### config.mk
export PLATFORM = sky130hd
export DESIGN_NAME = hpt_merge
export DESIGN_NICKNAME = d
export VERILOG_FILES = /design/src/hdl/hpt_pkg.sv /design/src/hdl/hpt_merge.sv
export SDC_FILE = /design/constraint.sdc
export NUM_CORES = 1
export LEC_CHECK = 0
export BUFFER_PORTS_ARGS = -buffer_cell sky130_fd_sc_hd__buf_2
export CORE_UTILIZATION = 50
export CTS_CLUSTER_SIZE = 10
export DETAILED_ROUTE_END_ITERATION = 8
export PLACE_DENSITY = 0.74
export SYNTH_ARGS = -nofsm -noshare
export SYNTH_HDL_FRONTEND = slang
export SYNTH_SLANG_ARGS = --single-unit
### constraint.sdc
create_clock -name clock -period 12.4 [get_ports clock]
set_input_delay 1.24 -clock clock [delete_from_list [all_inputs] [get_ports clock]]
set_output_delay 1.24 -clock clock [all_outputs]
set_load 0.05 [all_outputs]
### src/hdl/hpt_pkg.sv
package hpt_pkg;

   // Field widths
   localparam int WORD_W    = 32;
   localparam int PROD_W    = 2 * WORD_W;
   localparam int PAIR_W    = PROD_W + 1;
   localparam int SUM_W     = PROD_W + 2;
   localparam int INDEX_W   = 4;
   localparam int DIM       = 4;
   localparam int ENTRIES   = DIM * DIM;

   // Default fraction width of the Q format
   localparam int FRAC_BITS_DEFAULT = 16;

   // Result queue: enough entries to cover the lane pipeline plus output turnaround
   localparam int RESULT_DEPTH = 8;
   localparam int PTR_W        = $clog2(RESULT_DEPTH);
   localparam int CREDIT_W     = PTR_W + 1;

   // Opcodes
   localparam logic OPCODE_WRITE     = 1'b0;
   localparam logic OPCODE_TRANSFORM = 1'b1;

   typedef logic signed [WORD_W-1:0] word_type;

   // One row result leaving a lane
   typedef struct packed {
      word_type value;
      logic     clip;
   } lane_result_type;

   // One queued output transaction
   typedef struct packed {
      word_type out_x;
      word_type out_y;
      word_type out_z;
      word_type out_w;
      logic     saturated;
   } result_entry_type;

   // Queue control from the top level
   typedef struct packed {
      logic push;
      logic pop;
   } queue_ctrl_type;

endpackage

### src/hdl/hpt_merge.sv
module hpt_merge
   import hpt_pkg::*;
(
   input  logic             clock,
   input  logic             reset,
   input  queue_ctrl_type   ctrl,
   input  lane_result_type  lane_result [DIM],
   output logic             not_empty,
   output result_entry_type head
);

   result_entry_type entry_ff [RESULT_DEPTH];
   result_entry_type entry_in;
   logic [PTR_W:0]   wr_ptr_ff;
   logic [PTR_W:0]   wr_ptr_in;
   logic [PTR_W:0]   rd_ptr_ff;
   logic [PTR_W:0]   rd_ptr_in;

   // Gather the four rows and fold the clip flags together
   always_comb begin
      entry_in.out_x     = lane_result[0].value;
      entry_in.out_y     = lane_result[1].value;
      entry_in.out_z     = lane_result[2].value;
      entry_in.out_w     = lane_result[3].value;
      entry_in.saturated = lane_result[0].clip | lane_result[1].clip |
                           lane_result[2].clip | lane_result[3].clip;
   end

   // Pointer update
   always_comb begin
      wr_ptr_in = wr_ptr_ff + (PTR_W+1)'(ctrl.push);
      rd_ptr_in = rd_ptr_ff + (PTR_W+1)'(ctrl.pop);
   end

   always_ff @(posedge clock) begin
      if (reset) begin
         wr_ptr_ff <= '0;
         rd_ptr_ff <= '0;
      end else begin
         wr_ptr_ff <= wr_ptr_in;
         rd_ptr_ff <= rd_ptr_in;
      end
   end

   // Queue storage
   always_ff @(posedge clock) begin
      if (ctrl.push) begin
         entry_ff[wr_ptr_ff[PTR_W-1:0]] <= entry_in;
      end
   end

   assign not_empty = (wr_ptr_ff != rd_ptr_ff);
   assign head      = entry_ff[rd_ptr_ff[PTR_W-1:0]];

endmodule

==> flow_summary.json <==
{
  "outcome": "finished, final reports clean",
  "crit_buf_inv": 3,
  "dr.pass1.iters": 5,
  "synth_cell_type_count": 21,
  "ys_seq_area_share_pct": 79.1,
  "finalSetupViolations": 0,
  "fin_area_mm2": 0.0450,
  "syn_nets": 1677,
  "path_max_fanout": 120,
  "dp_hpwl_um": 40600,
  "post-route-drc-count": 0,
  "synth_cells": 1537,
  "crit_chain": "buf_12 > buf_4 > mux4_1 > mux2_2 > buf_2",
  "dp.cells": 2801,
  "min_period_over_period_pct": 47.2,
  "n_fill_cell": 5440,
  "grt_pass1_vias": 18200,
  "grt_usage_pct": 19.3,
  "leakagePower_nw": 14.4,
  "ctsHoldBuffers": 0,
  "design.core.area_mm2": 0.0777,
  "grt_start_max_net_pins": 121,
  "dieArea_mm2": 0.0799,
  "cts_tree": "yes",
  "h-tree-depth": 3,
  "critPathMaxStageDelay_ns": 0.91,
  "final_antenna_net_count": 0,
  "synth-seq-cells": 1040,
  "clock_skew_ns": 0.0136,
  "portBuffers": 265,
  "fmax_mhz": 171,
  "crit_type": "reg2out",
  "p_per_area_mw_per_mm2": 171,
  "final_max_slew_viol_count": 0,
  "drt_iter0_markers": 1212,
  "relSlewSlack_pct": 14.7,
  "worst_pin_slew_ns": 1.28,
  "finalCriticalPeriod_ns": 5.85,
  "syn_to_final_growth_pct": 14.1,
  "maxCapViolCount": 0,
  "irDropWorstVdd_uv": 110,
  "finalHoldViolCount": 0,
  "cts_root_buf": "clkbuf_16",
  "crit_family": "buffers and inverters",
  "slowest_stage": "buf_4",
  "initial_core_util_pct": 50.7,
  "hold_path_class": "reg2reg",
  "cts_buffers": 115,
  "ctsResizeCount": 0,
  "die_y_um": 283,
  "worst_slack_ns": 6.55,
  "post_cts_buffers": 0,
  "power_mw": 7.67,
  "cp-end-kind": "primary output",
  "gp_congestion": 0.706,
  "cp-start-kind": "register",
  "fin_nets": 2018,
  "worstPathArrival_ns": 4.61,
  "clock_sinks": 1040,
  "clk_path_buf_depth": 3,
  "wl_um": 76500,
  "synth_area_mm2": 0.0394,
  "path_clk_slew_ns": 0.06,
  "gr-total-overflow": 0,
  "utilization_pct": 57.8,
  "finalSetupTns_ns": 0,
  "rsz0062_at_grt": "false",
  "wl_per_cell_um": 26.0,
  "vias_per_cell": 5.78,
  "drive_gt1_share_pct": 39.9,
  "syn_avg_cell_area_um2": 25.6,
  "place_area_mm2": 0.0418,
  "antenna_found_initial": 21,
  "rows": 102,
  "vias": 17000,
  "ios": 266,
  "yosysWarnings": 0,
  "holdWs_ns": 0.539,
  "clock_latency_ns": 0.66,
  "post-place-ws_ns": 7.18,
  "worstPathRequired_ns": 11.16,
  "stdcell_count": 2947,
  "die_w_um": 283,
  "grt_first_pass_wirelength_um": 113000
}
[power by group]
group          switching, mW  internal, mW  total, mW
Sequential            0.0341          3.96       3.99
Clock                   1.22          1.67       2.89
Combinational          0.508         0.279      0.787
Total                   1.76          5.91       7.67
[cell usage in the layout, fill, tap and decap left out]
cell,n
nand3_1,2
dfxtp_4,3
nand2_1,2
xnor2_1,6
buf_12,1
nor2_4,6
clkinv_2,4
inv_6,1
buf_4,31
nand2b_1,3
edfxtp_1,1032
mux4_1,62
diode_2,7
nor3_2,2
nand4_1,1
mux4_2,196
dfxtp_1,5
mux2_2,129
nor2_1,4
or4_1,1
clkinv_16,2
xor2_1,2
ha_1,4
clkbuf_16,117
nor2b_1,4
clkbuf_1,13
buf_2,265
inv_16,2
[worst register-to-register path: cells and delay by family, from the launching register on]
kind | cells | cell delay (ns)
buffers and inverters | 1 | 0.95
DFF | 1 | 0.41
and+or+nand+nor | 2 | 1.08
[path summary, 6_finish.rpt]
path | startpoint | end | slack [ns] | depth (start not counted)
hold reg to reg | rd_ptr_ff[3]$_SDFF_PP0_ | rd_ptr_ff[3]$_SDFF_PP0_ | 0.54 | 2
setup / recovery | rd_ptr_ff[0]$_SDFF_PP0_ | head[25] | 6.55 | 5
setup reg to reg | wr_ptr_ff[2]$_SDFF_PP0_ | entry_ff[5][76]$_DFFE_PP_ | 9.46 | 3
hold / removal | rd_ptr_ff[3]$_SDFF_PP0_ | rd_ptr_ff[3]$_SDFF_PP0_ | 0.54 | 2
[synthesized netlist by cell type (all sizes together)]
cell | number | area (µm²)
buf | 54 | 432
clkbuf | 19 | 71.3
dfxtp | 8 | 160
edfxtp | 1032 | 31000
ha | 4 | 50.1
mux2 | 129 | 1450
mux4 | 258 | 6040
nand2 | 2 | 7.51
nand2b | 3 | 18.8
nand3 | 2 | 10.0
nand4 | 1 | 6.26
nor2 | 10 | 37.5
nor2b | 4 | 25.0
nor3 | 2 | 10.0
or4 | 1 | 7.51
xnor2 | 6 | 52.6
xor2 | 2 | 17.5
[cell families (layout without fill, tap and decap cells)]
family,after synthesis,in the layout,synth area share (%)
AND/OR/NAND/NOR,25,25,0.311
adder cells (fa/ha/maj),4,4,0.127
XOR/XNOR,8,8,0.178
buffers and inverters,73,436,1.28
flip-flops,1040,1040,79.1
other,0,7,0
multiplexers,387,387,19.0
[area by class of cell]
| type | count | area [µm²] | share of cell area [%] |
|---|---|---|---|
| Multi-Input combinational cell | 424 | 7790 | 17.3 |
| Sequential cell | 1040 | 31200 | 69.3 |
| Timing Repair Buffer | 297 | 1580 | 3.51 |
| Clock buffer | 130 | 2980 | 6.62 |
| Antenna cell | 7 | 17.5 | 0.0390 |
| Tap cell | 1040 | 1300 | 2.89 |
| Clock inverter | 9 | 129 | 0.287 |
[flip-flops by register name, summed over array words and instances, names as in the netlist]
name / flops
rd_ptr_ff: 4
wr_ptr_ff: 4
entry_ff: 1032
[per-layer routing]
metal	routed length, µm	track usage, %
met1	30900	25.3
met2	38600	31.9
met3	5460	5.53
met4	1380	5.16
met5	189	0
Power figures use the tool's default switching activity.
